`config.mk`:
```
export PLATFORM = sky130hd
export DESIGN_NAME = ejbp_ram
export DESIGN_NICKNAME = d
export VERILOG_FILES = /design/src/hw/rtl/assert_macros.svh /design/src/hw/rtl/ejbp_ram.sv
export SDC_FILE = /design/constraint.sdc
export NUM_CORES = 1
export LEC_CHECK = 0
export ABC_AREA = 1
export ABC_CLOCK_PERIOD_IN_PS = 3000
export BUFFER_PORTS_ARGS = -buffer_cell sky130_fd_sc_hd__buf_2
export CORE_MARGIN = 4
export CORE_UTILIZATION = 40
export CTS_BUF_LIST = sky130_fd_sc_hd__clkbuf_4 sky130_fd_sc_hd__clkbuf_8
export DETAILED_ROUTE_END_ITERATION = 7
export GPL_TIMING_DRIVEN = 0
export SYNTH_ARGS = -nofsm -noshare
export SYNTH_HDL_FRONTEND = slang
export SYNTH_SLANG_ARGS = --single-unit
```
`constraint.sdc`:
```
create_clock -name clock -period 3 [get_ports clock]
set_input_delay 0.3 -clock clock [delete_from_list [all_inputs] [get_ports clock]]
set_output_delay 0.3 -clock clock [all_outputs]
set_load 0.05 [all_outputs]
```
`src/hw/rtl/assert_macros.svh`:
```
// ---------------------------------------------------------------------------
// Assertion macros
// Shared concurrent assertion forms for the join engine RTL.
// ---------------------------------------------------------------------------
`ifndef ASSERT_MACROS_SVH
`define ASSERT_MACROS_SVH

// The property must hold at every clock edge outside reset.
`define ASSERT_ALWAYS(name, clk, rst, prop) \
   name: assert property (@(posedge clk) disable iff (rst) (prop)) \
      else $error("assertion failed");

// The consequent must hold at every edge where the antecedent holds.
`define ASSERT_IMPLY(name, clk, rst, ante, cons) \
   name: assert property (@(posedge clk) disable iff (rst) (ante) |-> (cons)) \
      else $error("assertion failed");

`endif

```
`src/hw/rtl/ejbp_ram.sv`:
```
// ---------------------------------------------------------------------------
// Generic RAM
// Single write port, single read port, read data registered.
// ---------------------------------------------------------------------------
`default_nettype none

module ejbp_ram #(
   parameter int WIDTH     = 8,
   parameter int DEPTH     = 16,
   parameter int ADDR_BITS = (DEPTH > 1) ? $clog2(DEPTH) : 1
) (
   input  wire logic                 clock,
   input  wire logic                 wr_en,
   input  wire logic [ADDR_BITS-1:0] wr_addr,
   input  wire logic [WIDTH-1:0]     wr_data,
   input  wire logic                 rd_en,
   input  wire logic [ADDR_BITS-1:0] rd_addr,
   output logic      [WIDTH-1:0]     rd_data
);

   logic [WIDTH-1:0] mem_ff [DEPTH];
   logic [WIDTH-1:0] rd_data_ff;

   always_ff @(posedge clock) begin
      if (wr_en) begin
         mem_ff[wr_addr] <= wr_data;
      end
      if (rd_en) begin
         rd_data_ff <= mem_ff[rd_addr];
      end
   end

   assign rd_data = rd_data_ff;

endmodule

`default_nettype wire

```
==> summary by stage <==
Outcome
The run finished with clean final reports.

Final layout
In the layout the commonest cells are nand2_1, edfxtp_1, inv_1. The most common cell after layout, fill and taps aside is nand2_1. The filler cell count in the final layout is 1295. The area growth from synthesis to layout is 13.5%. The finished layout holds a little under 800 standard cells, fillers aside.

The summed area of non-filler cells in the final layout is about 6600 µm². The number of antenna diodes in the final layout is 0. The register area is 4080 µm². Cells with a size suffix above 1 make up 12.9% of the layout. At the end of the flow, the number of nets in the layout was 612.

Summing all multi-input logic gate instances after layout gives 1210 µm².

Timing
The highest clock rate is about 730 MHz. The shortest period the worst path allows is between 1 and 1.5 ns. Setup repair after global routing left no endpoint under its margin.

Of the available clock period, the critical path in the final layout requires 45.8%. Setup violations remaining at the end of the flow were counted as 0. The final max-slew violation count is 0. The final-report hold violation count is 0. At the pin with the least slew margin, the transition time is 0.981 ns. Setup total negative slack on the finished layout was measured at 0 ns. On the final layout, the worst clock skew is 0.00733 ns.

The worst pin sits at a relative slew slack of around a third.

Clock tree
Clock-pin slew was measured on the worst setup and hold paths at 0.07 ns. The number of levels the H-tree was split into is 4. Counting every sink on the clock net gives 136. The number of clock buffers added by TritonCTS is 17.

In this run the post-CTS setup repair buffer count came out at 0. The clock tree from TritonCTS is built. The number of resized instances in the post-cts repair step is 0. The tree is rooted in a clkbuf_8. In this run the deepest clock path goes through 2 buffers. The clock latency of the later-clocked register in the worst-skew pair is between 0.4 and 0.5 ns. Buffers inserted to repair hold after CTS numbered 0.

Placed design
The cell count after placement is ~750. Summing all placed instances gives a cell area of approximately 6200 µm². In this run the tool buffered the top-level ports with 23 buffer cells. The final HPWL from detailed placement is 9530 µm. Routability-driven placement finished with a final weighted congestion of 0.905.

Global routing
The overall global routing resource usage is roughly 18%. The number of global-route vias before repair is 3800. The number of antenna violations at the first check in global routing is 0. The maximum number of pins on one net before global-route repair is 17. Global routing finished with a remaining overflow of 0.

The first global-routing pass estimated around 22000 µm of wire.

Worst hold path
The path with the worst hold slack has its endpoint at rd_data[4]. In this run the most critical hold path is launched from rd_en. The min-delay analysis places its worst path in the category input port to register. Counting instances, the worst hold path has a depth of 1.

Floorplanning
For this design the top-level I/O count stands at 27. The floorplan die area is 16600 µm². For this configuration, the core starts out at a cell density of between 40% and 50%. In this run the standard cell core region covers 14100 µm².

The die extent in x is between 100 and 150 µm. The die boundary height is around 130 µm. The number of standard-cell rows in the floorplan is 43.

Power and ir drop
For this design the static power due to leakage is between 2 and 3 nW. Across the VDD grid, the largest voltage drop is about 370 µV. Power spread over the standard cell area amounts to roughly 630 nW/µm².

Routing
The via count is 3871. The average wire per cell in the routed design is 18.2 µm. The mean number of vias per cell is 4.92. The detailed-route DRC error count is 0. The final antenna-violating net count is 0. The number of detailed-routing iterations run before antenna repair is 4. The final layout contains routed wiring with a total length of about 14000 µm.

The initial DRC count is between 300 and 400.

Setup path
The critical path arrival is 1.44 ns. The maximum net fanout on the critical path is 8. The launch instance of the worst register-to-register path is mem_ff[9][2]. In this run the critical register-to-register path is captured at rd_data[2]. The worst-case register-to-register setup slack is ~1.8 ns. The kind of end point of the critical path is a register.

The worst setup path is launched from an input port. At the worst endpoint, the required time is 3.07 ns. The worst register-to-register path has a depth of 6. The critical path is of the input port to register type.

Yosys
Of the post-synthesis cell area, the dominant cell type holds 69.8%. The number of synthesized register bits is roughly 140. After synthesis, the cell types taking the most area are edfxtp_1, nand2_1, nand3_1. The largest area contributor in the netlist is edfxtp_1. The total nets after synthesis is between 500 and 600. The number of different library cells used by synthesis comes to 11.

The share of the yosys chip area belonging to registers is a little over two thirds. Synthesis handed over a netlist of between 500 and 600 instances. Dividing the synthesized area by the synthesized cell count gives approximately 11 µm². The count of synthesis-stage warnings from yosys is 0. The post-synthesis cell area is slightly below 6000 µm².

Flow run
The total of max-cap violations is 0.
==> how the worst max path moves through the flow <==
| stage | start | end | depth (start not counted) |
|---|---|---|---|
| floorplan | wr_addr[2] | mem_ff[10][0] | 2 |
| global placement | wr_addr[3] | mem_ff[5][1] | 3 |
| detailed placement | wr_addr[3] | mem_ff[4][1] | 3 |
| CTS | rd_data[6] | rd_data[6] | 1 |
| global route | wr_addr[2] | mem_ff[8][3] | 3 |
| finish | wr_addr[3] | mem_ff[5][0] | 3 |
==> kinds of logic (layout without fill, tap and decap cells) <==
family	count (synthesis)	in the layout	synth area share, %
flops	136	136	69.8
buf+inv	126	181	9.39
simple gates	289	289	20.8
==> through the flow <==
| step | util (%) | hold WS (ns) | setup slack [ns] | total power, mW |
|---|---|---|---|---|
| after global placement | 43.9 | 0.631 | 1.20 | 2.49 |
| after detailed placement | 43.9 | 0.646 | 1.17 | 2.50 |
| after global routing | 47.1 | 0.171 | 1.57 | 4.29 |
| after CTS | 47.1 | 0.167 | 1.63 | 4.18 |
| final | 47.1 | 0.180 | 1.63 | 4.15 |
| after floorplan | - | 0.399 | 1.75 | 2.37 |
==> Yosys cell counts <==
| master | count |
|---|---|
| buf_1 | 1 |
| buf_2 | 13 |
| buf_4 | 4 |
| buf_6 | 6 |
| edfxtp_1 | 136 |
| inv_1 | 100 |
| inv_2 | 2 |
| nand2_1 | 173 |
| nand3_1 | 97 |
| nand3b_1 | 2 |
| nor2_1 | 17 |
==> worst max-delay path, stage by stage <==
cell      delay (ns)
buf_2           0.12
nand3b_1        0.25
nor2_1          0.76
==> layout make-up <==
class	instances	share of cell area, %
Multi-Input combinational cell	289	18.3
Clock buffer	22	4.09
Buffer	24	2.51
Timing Repair Buffer	23	1.74
Tap cell	180	3.39
Clock inverter	10	2.64
Inverter	102	5.77
Sequential cell	136	61.6
==> metal layers <==
metal,part of all wire [%],vias up,track usage [%]
met5,0,-,0
met4,2.9,0,7.97
met3,7.7,33,4.65
met2,44,153,27.4
met1,45,1823,25.5
li1,-,1862,-
==> registers in the layout, summed over array words and instances, names as in the netlist <==
register	cells
mem_ff	128
rd_data	8
==> power by group <==
group          switching (mW)  internal, mW
Clock                   0.663          1.03
Combinational           0.228        0.0800
Sequential            0.00969          2.14
Note: power is estimated with default switching activity, not from simulation.
