File: src/hw/rtl/assert_macros.svh
// ---------------------------------------------------------------------------
// Assertion macros
// Shared concurrent assertion forms for the join engine RTL.
// ---------------------------------------------------------------------------
`ifndef ASSERT_MACROS_SVH
`define ASSERT_MACROS_SVH

// The property must hold at every clock edge outside reset.
`define ASSERT_ALWAYS(name, clk, rst, prop) \
   name: assert property (@(posedge clk) disable iff (rst) (prop)) \
      else $error("assertion failed");

// The consequent must hold at every edge where the antecedent holds.
`define ASSERT_IMPLY(name, clk, rst, ante, cons) \
   name: assert property (@(posedge clk) disable iff (rst) (ante) |-> (cons)) \
      else $error("assertion failed");

`endif

File: src/hw/rtl/ejbp_pkg.sv
// ---------------------------------------------------------------------------
// Join engine package
// Sizes, codes, shared types and row functions of the build/probe join engine.
// ---------------------------------------------------------------------------
`default_nettype none

package ejbp_pkg;

   localparam int MAX_ROWS   = 64;
   localparam int MAX_COLS   = 4;
   localparam int VALUE_BITS = 32;

   localparam int FIELD_BITS = 32;
   localparam int OUT_COLS   = 8;
   localparam int IN_COLS    = 4;
   localparam int KEY_SLOTS  = 4;
   localparam int POS_BITS   = 2;
   localparam int COL_BITS   = 3;
   localparam int ADDR_BITS  = (MAX_ROWS > 1) ? $clog2(MAX_ROWS) : 1;
   localparam int CNT_BITS   = $clog2(MAX_ROWS + 1);

   localparam int CSR_IDX_BITS  = 3;
   localparam int CSR_DATA_BITS = 8;

   typedef enum logic [1:0] {
      REQ_BUILD = 2'd0,
      REQ_PROBE = 2'd1,
      REQ_CLEAR = 2'd2
   } req_code_type;

   typedef enum logic [CSR_IDX_BITS-1:0] {
      CSR_KEY_COUNT   = 3'd0,
      CSR_BUILD_KEYS  = 3'd1,
      CSR_PROBE_KEYS  = 3'd2,
      CSR_BUILD_ARITY = 3'd3,
      CSR_PROBE_ARITY = 3'd4
   } csr_idx_type;

   typedef logic [VALUE_BITS-1:0]                 val_type;
   typedef logic [FIELD_BITS-1:0]                 field_type;
   typedef logic [MAX_COLS-1:0][VALUE_BITS-1:0]   row_type;
   typedef logic [IN_COLS-1:0][FIELD_BITS-1:0]    in_row_type;
   typedef logic [OUT_COLS-1:0][FIELD_BITS-1:0]   out_row_type;
   typedef logic [POS_BITS-1:0]                   pos_type;

   typedef struct packed {
      logic [COL_BITS-1:0]                 kc;
      logic [COL_BITS-1:0]                 barity;
      logic [COL_BITS-1:0]                 parity;
      logic [KEY_SLOTS-1:0][POS_BITS-1:0]  bkey;
      logic [KEY_SLOTS-1:0][POS_BITS-1:0]  pkey;
      logic [MAX_COLS-1:0][POS_BITS-1:0]   keep;
      logic [COL_BITS-1:0]                 nkeep;
   } cfg_type;

   typedef struct packed {
      logic                 we;
      logic [ADDR_BITS-1:0] waddr;
      row_type              wdata;
      logic                 re;
      logic [ADDR_BITS-1:0] raddr;
   } ram_req_type;

   typedef struct packed {
      logic                busy;
      logic [CNT_BITS-1:0] row_count;
   } stat_type;

   function automatic field_type widen(val_type v);
      logic signed [VALUE_BITS-1:0] s;
      s = signed'(v);
      return FIELD_BITS'(s);
   endfunction

   function automatic val_type col_at(row_type r, pos_type pos, logic [COL_BITS-1:0] arity);
      val_type res;
      res = '0;
      for (int c = 0; c < MAX_COLS; c++) begin
         if ((c == int'(pos)) && (c < int'(arity))) begin
            res = r[c];
         end
      end
      return res;
   endfunction

   function automatic logic row_match(row_type st, row_type pr, cfg_type cfg);
      logic ok;
      ok = 1'b1;
      for (int k = 0; k < KEY_SLOTS; k++) begin
         if ((k < int'(cfg.kc)) &&
             (col_at(st, cfg.bkey[k], cfg.barity) != col_at(pr, cfg.pkey[k], cfg.parity))) begin
            ok = 1'b0;
         end
      end
      return ok;
   endfunction

   function automatic out_row_type compose(row_type st, row_type pr, cfg_type cfg);
      out_row_type res;
      res = '0;
      for (int o = 0; o < OUT_COLS; o++) begin
         for (int c = 0; c < MAX_COLS; c++) begin
            if ((c == o) && (c < int'(cfg.barity))) begin
               res[o] = widen(st[c]);
            end
         end
         for (int i = 0; i < MAX_COLS; i++) begin
            if ((i < int'(cfg.nkeep)) && (o == int'(cfg.barity) + i)) begin
               res[o] = widen(col_at(pr, cfg.keep[i], cfg.parity));
            end
         end
      end
      return res;
   endfunction

endpackage

`default_nettype wire

File: src/hw/rtl/ejbp_csr.sv
// ---------------------------------------------------------------------------
// Join engine configuration registers
// Holds the key and arity registers and derives the clamped join setup.
// ---------------------------------------------------------------------------
`default_nettype none

module ejbp_csr (
   input  wire logic                                 clock,
   input  wire logic                                 reset,
   input  wire logic                                 csr_valid,
   output logic                                      csr_ready,
   input  wire logic [ejbp_pkg::CSR_IDX_BITS-1:0]    csr_index,
   input  wire logic [ejbp_pkg::CSR_DATA_BITS-1:0]   csr_data,
   output ejbp_pkg::cfg_type                         cfg
);

   import ejbp_pkg::*;

   logic [COL_BITS-1:0] key_count_ff;
   logic [7:0]          build_keys_ff;
   logic [7:0]          probe_keys_ff;
   logic [COL_BITS-1:0] build_arity_ff;
   logic [COL_BITS-1:0] probe_arity_ff;

   always_ff @(posedge clock) begin
      if (reset) begin
         key_count_ff   <= '0;
         build_keys_ff  <= '0;
         probe_keys_ff  <= '0;
         build_arity_ff <= COL_BITS'(MAX_COLS);
         probe_arity_ff <= COL_BITS'(MAX_COLS);
      end else if (csr_valid) begin
         unique case (csr_index)
            CSR_KEY_COUNT:   key_count_ff   <= csr_data[COL_BITS-1:0];
            CSR_BUILD_KEYS:  build_keys_ff  <= csr_data[7:0];
            CSR_PROBE_KEYS:  probe_keys_ff  <= csr_data[7:0];
            CSR_BUILD_ARITY: build_arity_ff <= csr_data[COL_BITS-1:0];
            CSR_PROBE_ARITY: probe_arity_ff <= csr_data[COL_BITS-1:0];
            default: ;
         endcase
      end
   end

   assign csr_ready = 1'b1;

   function automatic logic [COL_BITS-1:0] clamp_arity(logic [COL_BITS-1:0] a);
      logic [COL_BITS-1:0] res;
      res = a;
      if (a == '0) begin
         res = COL_BITS'(1);
      end else if (int'(a) > MAX_COLS) begin
         res = COL_BITS'(MAX_COLS);
      end
      return res;
   endfunction

   always_comb begin
      logic                is_key;
      logic [COL_BITS-1:0] n;
      cfg        = '0;
      cfg.kc     = (int'(key_count_ff) > KEY_SLOTS) ? COL_BITS'(KEY_SLOTS) : key_count_ff;
      cfg.barity = clamp_arity(build_arity_ff);
      cfg.parity = clamp_arity(probe_arity_ff);
      for (int k = 0; k < KEY_SLOTS; k++) begin
         cfg.bkey[k] = build_keys_ff[POS_BITS*k +: POS_BITS];
         cfg.pkey[k] = probe_keys_ff[POS_BITS*k +: POS_BITS];
      end
      n = '0;
      for (int j = 0; j < MAX_COLS; j++) begin
         is_key = 1'b0;
         for (int k = 0; k < KEY_SLOTS; k++) begin
            if ((k < int'(cfg.kc)) && (int'(cfg.pkey[k]) == j)) begin
               is_key = 1'b1;
            end
         end
         if ((j < int'(cfg.parity)) && !is_key) begin
            for (int s = 0; s < MAX_COLS; s++) begin
               if (s == int'(n)) begin
                  cfg.keep[s] = POS_BITS'(j);
               end
            end
            n = n + COL_BITS'(1);
         end
      end
      cfg.nkeep = n;
   end

endmodule

`default_nettype wire

File: config.mk
export PLATFORM = sky130hd
export DESIGN_NAME = ejbp_csr
export DESIGN_NICKNAME = d
export VERILOG_FILES = /design/src/hw/rtl/assert_macros.svh /design/src/hw/rtl/ejbp_pkg.sv /design/src/hw/rtl/ejbp_csr.sv
export SDC_FILE = /design/constraint.sdc
export NUM_CORES = 1
export LEC_CHECK = 0
export ABC_AREA = 1
export ABC_CLOCK_PERIOD_IN_PS = 3700
export CAP_MARGIN = 25
export CORE_UTILIZATION = 62
export CTS_CLUSTER_SIZE = 10
export DETAILED_ROUTE_END_ITERATION = 6
export DONT_BUFFER_PORTS = 1
export GPL_ROUTABILITY_DRIVEN = 0
export PLACE_DENSITY_LB_ADDON = 0.25
export SYNTH_ARGS = -nofsm -noshare
export SYNTH_HDL_FRONTEND = slang
export SYNTH_SLANG_ARGS = --single-unit
export TNS_END_PERCENT = 30
File: constraint.sdc
create_clock -name clock -period 3.7 [get_ports clock]
set_clock_uncertainty 0.1 [all_clocks]
set_input_delay 0.37 -clock clock [delete_from_list [all_inputs] [get_ports clock]]
set_output_delay 0.37 -clock clock [all_outputs]
set_load 0.03 [all_outputs]
==> impl_metrics.env, run 1 <==
export IMPL_setup_viol=0
export IMPL_cts_hold_buf=0
export IMPL_htreeDepth=1
export IMPL_drtIter0Drc=36
export IMPL_crit_type="reg2out"
export IMPL_fin_crit_ns=3.49
export IMPL_yosys_top_cells_area="dfxtp_1, ha_1, nor2_1"
export IMPL_grt_pass1_wl_um=5290
export IMPL_dp_cells=249
export IMPL_hold_class="in2reg"
export IMPL_die_w_um=52.1
export IMPL_cts_sinks=25
export IMPL_grt_use_met3=0.0526
export IMPL_multiInputGateArea_um2=895
export IMPL_power_leakage_nw=0.760
export IMPL_worstMarginPinSlew_ns=0.637
export IMPL_fillers=192
export IMPL_layout_drive_gt1_share=0.138
export IMPL_synth_distinct_cells=27
export IMPL_routedWlPerCell_um=13.4
export IMPL_antenna_left=0
export IMPL_die_h_um=52.1
export IMPL_post_cts_buffers=0
export IMPL_num_antenna_cells=0
export IMPL_worstPathArrival_ns=3.02
export IMPL_numCtsBuffers=3
export IMPL_syn_area_mm2=0.00156
export IMPL_relSlewSlack=0.576
export IMPL_rrSetupSlack_ns=2.69
export IMPL_rsz0062_at_grt="false"
export IMPL_r2r_end="probe_arity_ff[2]"
export IMPL_postSynthCellCount=225
export IMPL_grt_use_met1=0.271
export IMPL_pin_count=51
export IMPL_dp_hpwl_um=2740
export IMPL_first_pass_iters=4
export IMPL_reg2regPathDepth=2
export IMPL_cellPowerDensity_mw_per_mm2=398
export IMPL_port_buffers=0
export IMPL_stdcell_count=253
export IMPL_slew_viol_final=0
export IMPL_synth_largest_area_cell="dfxtp_1"
export IMPL_use_met2=0.506
export IMPL_track_usage=0.266
export IMPL_area_delta_synth_final_pct=4.18
export IMPL_syn_avg_cell_area_um2=6.91
export IMPL_route_detailed_drc=0
export IMPL_die_area_mm2=0.00271
export IMPL_grt_pass1_vias=1303
export IMPL_min_period_over_period=0.942
export IMPL_grt_max_degree=26
export IMPL_start_kind="register"
export IMPL_cts_root_buf="clkbuf_4"
export IMPL_whs_path_depth=2
export IMPL_ir_drop_uv=360
export IMPL_synth_seq_cells=25
export IMPL_ys_seq_area_frac=0.322
export IMPL_routed_wl_um=3400
export IMPL_cp_startpoint="key_count_ff[2]"
export IMPL_fp_row_count=17
export IMPL_layout_nets=252
export IMPL_synth_nets=251
export IMPL_regArea_um2=509
export IMPL_post_drt_via_cell_ratio=5.61
export IMPL_max_freq_ghz=0.287
export IMPL_rr_startpoint="probe_arity_ff[2]"
export IMPL_cts_tree="built"
export IMPL_crit_fanout=8
export IMPL_synth_top_area_share=0.322
export IMPL_fin_setup_tns_ns=0
export IMPL_maxCapViolations=0
export IMPL_vias=1420
export IMPL_antenna_found_initial=0
export IMPL_start_util=0.677
export IMPL_crit_end="cfg[10]"
export IMPL_cts_buffer_depth=2
export IMPL_status="completed"
export IMPL_required_ns=3.23
export IMPL_cp_end_kind="output pin"
export IMPL_clock_latency_ns=0.32
export IMPL_path_clk_slew_ns=0.13
export IMPL_yosysWarnings=0
export IMPL_final_hold_viol_count=0
export IMPL_grt_overflow_total=0
export IMPL_core_area_mm2=0.00230
export IMPL_grt_busiest_layer="met2"
## area by class of cell
class,instances,share of cell area
timing repair buffer,4,0.0185
sequential,25,0.314
inverter,33,0.0764
clock inverter,1,0.00309
tap,28,0.0216
multi-input combinational,159,0.552
clock buffer,3,0.0139
## power by group
part / internal, W / total (W) / switching [W]
Combinational: 0.0000598 / 0.000225 / 0.000165
Clock: 0.0000405 / 0.000119 / 0.0000781
Sequential: 0.000279 / 0.000302 / 0.0000228
Total: 0.000380 / 0.000645 / 0.000266
## per-layer routing
layer / part of all wire / vias to the layer above
met5: 0 / -
met4: 0.020 / 0
met3: 0.063 / 8
met2: 0.51 / 59
met1: 0.40 / 636
li1: - / 717
## critical path: stages (launching register included)
cell and delay [ns]:
dfxtp_2 0.57, nor2_8 0.08, nand2_2 0.09, inv_1 0.06, nor3_1 0.17, nor2_1 0.08, nand2_1 0.12, inv_1 0.12
fa_1 0.57, ha_1 0.18, inv_1 0.05, ha_1 0.17, or2_0 0.21, nand2_1 0.23
## cell usage after synthesis
cell      number
nand4_1        2
nor2_2         2
nand3_4        1
a21oi_1       17
buf_2          1
ha_1          11
nor2_8         1
xor2_1         1
dfxtp_1       25
nand3_2        4
o211ai_1       1
conb_1         1
or2_0          1
fa_1           1
nand3_1       19
nor3_1         4
o21ai_0       24
buf_6          1
nand2_1       31
nor2_1        33
inv_2          3
clkbuf_1       5
nor2_4         2
nand2_2        2
buf_4          1
nor4_1         1
inv_1         30
## state kept, by name (all words and copies together), names as in the netlist
register        cells
build_keys_ff       8
probe_keys_ff       8
build_arity_ff      3
key_count_ff        3
probe_arity_ff      3
## logic make-up after synthesis
family,synth area share
other,0.00241
AND/OR/NAND/NOR,0.325
adder cells (fa/ha/maj),0.101
AO/OA/AOI/OAI,0.137
flip-flops,0.322
XOR/XNOR,0.00563
buffers and inverters,0.107
## stage by stage
stage | hold WS (ns) | worst slack, ns | power (W) | cell area [um^2] | util
4_1_cts | 0.114 | 0.0224 | 0.000646 | 1610 | 0.702
3_3_place_gp | 0.343 | 0.430 | 0.000519 | 1580 | 0.687
6_report | 0.109 | 0.215 | 0.000645 | 1620 | 0.705
2_1_floorplan | 0.330 | 0.610 | 0.000492 | 1560 | -
5_1_grt | 0.106 | 0.000180 | 0.000680 | 1620 | 0.705
3_5_place_dp | 0.358 | 0.281 | 0.000531 | 1580 | 0.687
## layout by cell type, fill, tap and decap left out, types with 2 or more instances in the layout
cell and instances:
o21ai_0 24, dfxtp_1 18, nor2_2 2, nor2_1 33
dfxtp_2 7, nand3_1 19, clkbuf_4 3, nand2_2 2
nor3_1 4, inv_1 30, nand4_1 2, a21oi_1 17
nand2_1 31, inv_2 3, ha_1 11, buf_4 4
nor2_4 2, nand3_2 4
## how the worst min path moves through the flow
stage                 startpoint                 to
3_3_place_gp   build_arity_ff[0]  build_arity_ff[0]
6_report             csr_data[2]  build_arity_ff[2]
2_1_floorplan  build_arity_ff[0]  build_arity_ff[0]
5_1_grt              csr_data[2]  build_arity_ff[2]
3_5_place_dp   build_arity_ff[0]  build_arity_ff[0]
4_1_cts              csr_data[2]  build_arity_ff[2]
## what timing repair did
item	CTS	global route
endpoints found under the hold margin	0	0
endpoints found under the setup margin	2	3
gates cloned	0	0
gates resized for setup	1	7
Note: power is estimated with default switching activity, not from simulation.
==> run 2: changes to the inputs <==
--- a/config.mk
+++ b/config.mk
@@ -8,7 +8,8 @@
 export ABC_AREA = 1
 export ABC_CLOCK_PERIOD_IN_PS = 3700
 export CAP_MARGIN = 25
-export CORE_UTILIZATION = 62
+export CORE_UTILIZATION = 65
+export CTS_BUF_LIST = sky130_fd_sc_hd__clkbuf_4 sky130_fd_sc_hd__clkbuf_8
 export CTS_CLUSTER_SIZE = 10
 export DETAILED_ROUTE_END_ITERATION = 6
 export DONT_BUFFER_PORTS = 1
==> run 2 against run 1 <==
Against the previous run: final cell count unchanged; critical path depth decreased by 1; global-route usage rose by 1.1 points; total power up 0.78%; via count up 1.1%; design area decreased by 0.31%; fmax about the same; non-clock buffer count is the same; sequential cell count unchanged; sequential share of layout area about the same; critical endpoint unchanged.
==> impl_metrics.env, run 2 (synthesis gave the netlist of run 1 again) <==
export IMPL_status="completed"
export IMPL_maxCapViolations=0
export IMPL_fillers=198
export IMPL_critical_path_max_stage_delay_ns=0.59
export IMPL_worst_hold_path_endpoint="probe_arity_ff[2]"
export IMPL_layout_commonest_cell="nor2_1"
export IMPL_vias=1435
export IMPL_cts_tree="built"
export IMPL_die_h_um=50.9
export IMPL_use_met2=0.500
export IMPL_htreeDepth=1
export IMPL_cp_top_family="adder cells"
export IMPL_crit_fanout=8
export IMPL_area_delta_synth_final_pct=3.86
export IMPL_reg_top3="build_keys_ff (8), probe_keys_ff (8)"
export IMPL_stdcell_count=253
export IMPL_num_antenna_cells=0
export IMPL_whs_path_depth=2
export IMPL_pin_count=51
export IMPL_numCtsBuffers=3
export IMPL_routedWlPerCell_um=13.5
export IMPL_grt_max_degree=26
export IMPL_reg2regPathDepth=2
export IMPL_path_clk_slew_ns=0.13
export IMPL_cellPowerDensity_mw_per_mm2=403
export IMPL_die_area_mm2=0.00259
export IMPL_track_usage=0.277
export IMPL_final_hold_viol_count=0
export IMPL_worstMarginPinSlew_ns=0.641
export IMPL_cp_end_kind="output pin"
export IMPL_required_ns=3.23
export IMPL_p_total_w=0.000650
export IMPL_path_buf_inv=3
export IMPL_layout_nets=252
export IMPL_dp_cells=249
export IMPL_start_kind="register"
export IMPL_cts_buffer_depth=2
export IMPL_setup_viol=0
export IMPL_antenna_found_initial=0
export IMPL_dp_hpwl_um=2720
export IMPL_grt_busiest_layer="met2"
export IMPL_slew_viol_final=0
export IMPL_grt_use_met3=0.0565
export IMPL_fp_row_count=17
export IMPL_crit_chain="nor2_8 > nand2_2 > inv_1 > nor3_1 > nor4_1 > buf_4 > fa_1 > ha_1 > inv_1 > ha_1 > or2_0 > nand2_1"
export IMPL_final_cell_mix="nor2_1, nand2_1, inv_1, o21ai_0"
export IMPL_port_buffers=0
export IMPL_route_detailed_drc=0
export IMPL_start_util=0.696
export IMPL_hold_class="in2reg"
export IMPL_drtIter0Drc=40
export IMPL_grt_use_met1=0.330
export IMPL_fin_crit_ns=3.49
export IMPL_die_w_um=50.9
export IMPL_regArea_um2=508
export IMPL_multiInputGateArea_um2=888
export IMPL_ir_drop_uv=310
export IMPL_antenna_left=0
export IMPL_rrSetupSlack_ns=2.63
export IMPL_grt_pass1_wl_um=5490
export IMPL_cts_sinks=25
export IMPL_worstPathArrival_ns=3.02
export IMPL_routed_wl_um=3410
export IMPL_layout_drive_gt1_share=0.129
export IMPL_r2r_end="probe_keys_ff[1]"
export IMPL_rr_startpoint="probe_keys_ff[1]"
export IMPL_cts_hold_buf=0
export IMPL_relSlewSlack=0.574
export IMPL_cts_root_buf="clkbuf_4"
export IMPL_grt_overflow_total=0
export IMPL_clock_latency_ns=0.31
export IMPL_max_freq_ghz=0.287
export IMPL_crit_type="reg2out"
export IMPL_grt_pass1_vias=1299
export IMPL_hp_start="csr_data[2]"
export IMPL_post_drt_via_cell_ratio=5.67
export IMPL_min_period_over_period=0.942
export IMPL_core_area_mm2=0.00223
export IMPL_critPathSlowestCell="fa_1"
export IMPL_first_pass_iters=4
export IMPL_power_leakage_nw=0.758
run 2: cell type report:
type / count / area share
clock buffers: 4 / 0.0186
inverters: 33 / 0.0767
multi-input cells: 159 / 0.550
flip-flops and latches: 25 / 0.314
well taps: 28 / 0.0217
repair buffers: 4 / 0.0186
run 2: how the worst max path moves through the flow:
stage / cells after the start / from / end
3_3_place_gp: 12 / key_count_ff[2] / cfg[10]
5_1_grt: 12 / key_count_ff[2] / cfg[10]
4_1_cts: 12 / key_count_ff[2] / cfg[10]
6_report: 12 / key_count_ff[2] / cfg[10]
3_5_place_dp: 12 / key_count_ff[2] / cfg[10]
2_1_floorplan: 14 / probe_keys_ff[6] / cfg[10]
run 2: power by group:
part / switching (W) / internal, W / leakage, nW
Combinational: 0.000162 / 0.0000612 / 0.534
Clock: 0.0000739 / 0.0000493 / 0.0184
Sequential: 0.0000251 / 0.000279 / 0.206
Total: 0.000261 / 0.000390 / 0.758
run 2: metal layers:
layer  share of wire  vias to the layer above  wire length (um)
met5               0                        -                 0
met4           0.012                        0                41
met3           0.053                        6               181
met2            0.51                       56              1750
met1            0.42                      651              1440
li1                -                      722                 -
run 2: metrics by stage:
stage | cell area (um^2) | TNS (ns) | util | hold slack, ns | worst slack [ns]
floorplan | 1560 | 0 | - | 0.330 | 0.610
global placement | 1580 | 0 | 0.706 | 0.341 | 0.467
detailed placement | 1580 | 0 | 0.706 | 0.361 | 0.371
CTS | 1610 | 0 | 0.720 | 0.124 | 0.0132
global route | 1620 | -0.0000770 | 0.723 | 0.136 | -0.0000770
finish | 1620 | 0 | 0.723 | 0.126 | 0.213
run 2: what timing repair did:
item | 4_1_cts | 5_1_grt
gates resized for setup | 0 | 6
setup endpoints to repair | 0 | 3
endpoints found under the hold margin | 0 | 0
setup buffers | 0 | 0
==> run 3: changes to the inputs <==
--- a/config.mk
+++ b/config.mk
@@ -5,11 +5,11 @@
 export SDC_FILE = /design/constraint.sdc
 export NUM_CORES = 1
 export LEC_CHECK = 0
-export ABC_AREA = 1
+export ABC_AREA = 0
 export ABC_CLOCK_PERIOD_IN_PS = 3700
 export CAP_MARGIN = 25
-export CORE_UTILIZATION = 65
-export CTS_BUF_LIST = sky130_fd_sc_hd__clkbuf_4 sky130_fd_sc_hd__clkbuf_8
+export CORE_UTILIZATION = 62
+export CTS_BUF_LIST = sky130_fd_sc_hd__clkbuf_16
 export CTS_CLUSTER_SIZE = 10
 export DETAILED_ROUTE_END_ITERATION = 6
 export DONT_BUFFER_PORTS = 1
==> run 3 against run 2 <==
Against the previous run: total power is 5.6% higher; critical path depth stayed put; global-route usage is 1.5 points lower; first-iteration DRC count is 28% lower; register-to-register slack better by 0.02 ns; design area is 6.0% higher; routed wire length is 3.7% lower; sequential share of layout area is 1.6 points lower; clock power is 86% higher; sequential power is 5% lower; utilization is 3.6 points higher; largest cell class unchanged.
==> impl_metrics.env, run 3 <==
export IMPL_yosys_top_cells_area="dfxtp_1, mux2i_1, ha_1"
export IMPL_dp_cells=202
export IMPL_synth_commonest_cells="nor2_1, dfxtp_1, mux2i_1"
export IMPL_p_total_w=0.000687
export IMPL_worstPathArrival_ns=3.06
export IMPL_synth_top_area_share=0.328
export IMPL_switching_share=0.299
export IMPL_post_drt_via_cell_ratio=6.18
export IMPL_ys_seq_area_frac=0.328
export IMPL_routedWlPerCell_um=16.0
export IMPL_routed_wl_um=3290
export IMPL_die_h_um=51.6
export IMPL_antenna_left=0
export IMPL_ys_flop_type="dfxtp_1"
export IMPL_max_freq_ghz=0.283
export IMPL_p_sw_w=0.000205
export IMPL_ir_drop_uv=345
export IMPL_cts_tree="built"
export IMPL_crit_chain="o21ai_1 > o221ai_1 > a221o_1 > ha_1 > or4_1 > nand2_1 > ha_1 > inv_1 > ha_1 > inv_1 > mux2i_2 > buf_4"
export IMPL_synth_edf_count=0
export IMPL_comb_power_share=0.244
export IMPL_synth_distinct_cells=41
export IMPL_p_int_w=0.000482
export IMPL_p_seq_frac=0.423
export IMPL_hp_start="reset"
export IMPL_cp_top_family="simple AND/OR/NAND/NOR gates"
export IMPL_dp_slack_ns=0.330
export IMPL_cellPowerDensity_mw_per_mm2=401
export IMPL_num_antenna_cells=0
export IMPL_regArea_um2=510
export IMPL_fin_crit_ns=3.53
export IMPL_reg2regPathDepth=2
export IMPL_fin_ws_ns=0.167
export IMPL_grt_overflow_total=0
export IMPL_reg_top3="build_keys_ff (8), probe_keys_ff (8)"
export IMPL_hold_class="in2reg"
export IMPL_rsz0062_at_grt="false"
export IMPL_worst_hold_path_endpoint="probe_keys_ff[2]"
export IMPL_r2r_end="probe_arity_ff[2]"
export IMPL_cts_buffer_depth=2
export IMPL_vias=1274
export IMPL_area_delta_synth_final_pct=12.3
export IMPL_track_usage=0.262
export IMPL_port_buffers=0
export IMPL_die_area_mm2=0.00266
export IMPL_worstMarginPinSlew_ns=0.808
export IMPL_layout_nets=205
export IMPL_fin_setup_tns_ns=0
export IMPL_postSynthCellCount=174
export IMPL_synth_nets=200
export IMPL_synth_seq_cells=25
export IMPL_final_cell_mix="nor2_1, mux2i_1, dfxtp_1, buf_4, inv_1"
export IMPL_clock_latency_ns=0.25
export IMPL_die_w_um=51.6
export IMPL_post_cts_buffers=0
export IMPL_rrSetupSlack_ns=2.65
export IMPL_fin_util=0.759
export IMPL_min_period_over_period=0.955
export IMPL_dp_hpwl_um=2440
export IMPL_required_ns=3.23
export IMPL_cts_hold_buf=0
export IMPL_maxCapViolations=0
export IMPL_setup_viol=0
export IMPL_htreeDepth=1
export IMPL_core_area_mm2=0.00225
export IMPL_grt_pass1_wl_um=5280
export IMPL_final_hold_viol_count=0
export IMPL_route_detailed_drc=0
export IMPL_relSlewSlack=0.454
export IMPL_power_leakage_nw=0.696
export IMPL_antenna_found_initial=0
export IMPL_whs_path_depth=1
export IMPL_multiInputGateArea_um2=948
export IMPL_cp_end_kind="output pin"
export IMPL_numCtsBuffers=3
export IMPL_synth_most_common_cell="nor2_1"
export IMPL_rr_startpoint="probe_arity_ff[2]"
export IMPL_crit_fanout=10
export IMPL_cts_root_buf="clkbuf_16"
export IMPL_synthArstFlopShare=0
export IMPL_crit_top_cell="ha_1"
export IMPL_drtIter0Drc=29
export IMPL_layout_drive_gt1_share=0.197
export IMPL_start_kind="register"
export IMPL_crit_type="reg2out"
export IMPL_grt_max_degree=26
export IMPL_status="completed"
export IMPL_first_pass_iters=4
export IMPL_slew_viol_final=0
export IMPL_cts_sinks=25
export IMPL_start_util=0.676
export IMPL_cts_resized_gates=0
export IMPL_fillers=164
export IMPL_p_clk_frac=0.334
export IMPL_critical_path_max_stage_delay_ns=0.57
export IMPL_yosysWarnings=0
export IMPL_critPathSlowestCell="or4_1"
export IMPL_grt_pass1_vias=1190
export IMPL_pin_count=51
export IMPL_fp_row_count=17
export IMPL_syn_avg_cell_area_um2=8.76
export IMPL_syn_area_mm2=0.00152
export IMPL_layout_commonest_cell="nor2_1"
export IMPL_synth_largest_area_cell="dfxtp_1"
export IMPL_path_buf_inv=3
export IMPL_stdcell_count=206
export IMPL_path_clk_slew_ns=0.06
-- run 3: cell count changes after synthesis, moves of 12 or more --
cell,previous run,this run
o21ai_0,24,1
inv_1,30,11
nand2_1,31,4
nand3_1,19,1
mux2i_1,0,24
a21oi_1,17,5
-- run 3: layout make-up --
cell class | count | share of cell area
clock buffers | 3 | 0.0439
clock inverters | 1 | 0.00219
inverters | 11 | 0.0241
multi-input cells | 125 | 0.554
flip-flops and latches | 25 | 0.298
well taps | 28 | 0.0205
repair buffers | 13 | 0.0570
-- run 3: metal layers --
layer	routed length (um)	vias to the layer above	global-route usage
met5	0	-	0
met4	29	0	0.0901
met3	265	4	0.0760
met2	1620	62	0.455
met1	1370	594	0.306
li1	-	614	-
-- run 3: power by group through the flow --
stage / logic (W) / clock network (W) / registers (W)
2_1_floorplan: 0.000139 / 0 / 0.000294
3_3_place_gp: 0.000162 / 0 / 0.000295
3_5_place_dp: 0.000167 / 0 / 0.000295
4_1_cts: 0.000167 / 0.000234 / 0.000289
5_1_grt: 0.000184 / 0.000244 / 0.000291
6_report: 0.000167 / 0.000229 / 0.000290
-- run 3: kinds of logic after synthesis --
kind of cell	share of synthesized area
flops	0.328
simple gates	0.210
buf+inv	0.0722
compound gates	0.120
fa+ha+maj	0.103
mux	0.158
xor+xnor	0.00575
other cells	0.00246
-- run 3: how the worst max path moves through the flow --
| stage | from | depth (start not counted) | endpoint |
|---|---|---|---|
| final | key_count_ff[2] | 12 | cfg[2] |
| after global routing | key_count_ff[2] | 12 | cfg[2] |
| after CTS | key_count_ff[2] | 12 | cfg[2] |
| after detailed placement | key_count_ff[2] | 12 | cfg[2] |
| after global placement | key_count_ff[2] | 12 | cfg[2] |
| after floorplan | probe_keys_ff[6] | 12 | cfg[2] |
-- run 3: through the flow --
step | area, um^2 | hold WS, ns
6_report | 1710 | 0.0742
5_1_grt | 1710 | 0.0669
4_1_cts | 1680 | 0.0782
3_5_place_dp | 1600 | 0.346
3_3_place_gp | 1600 | 0.345
2_1_floorplan | 1530 | 0.363
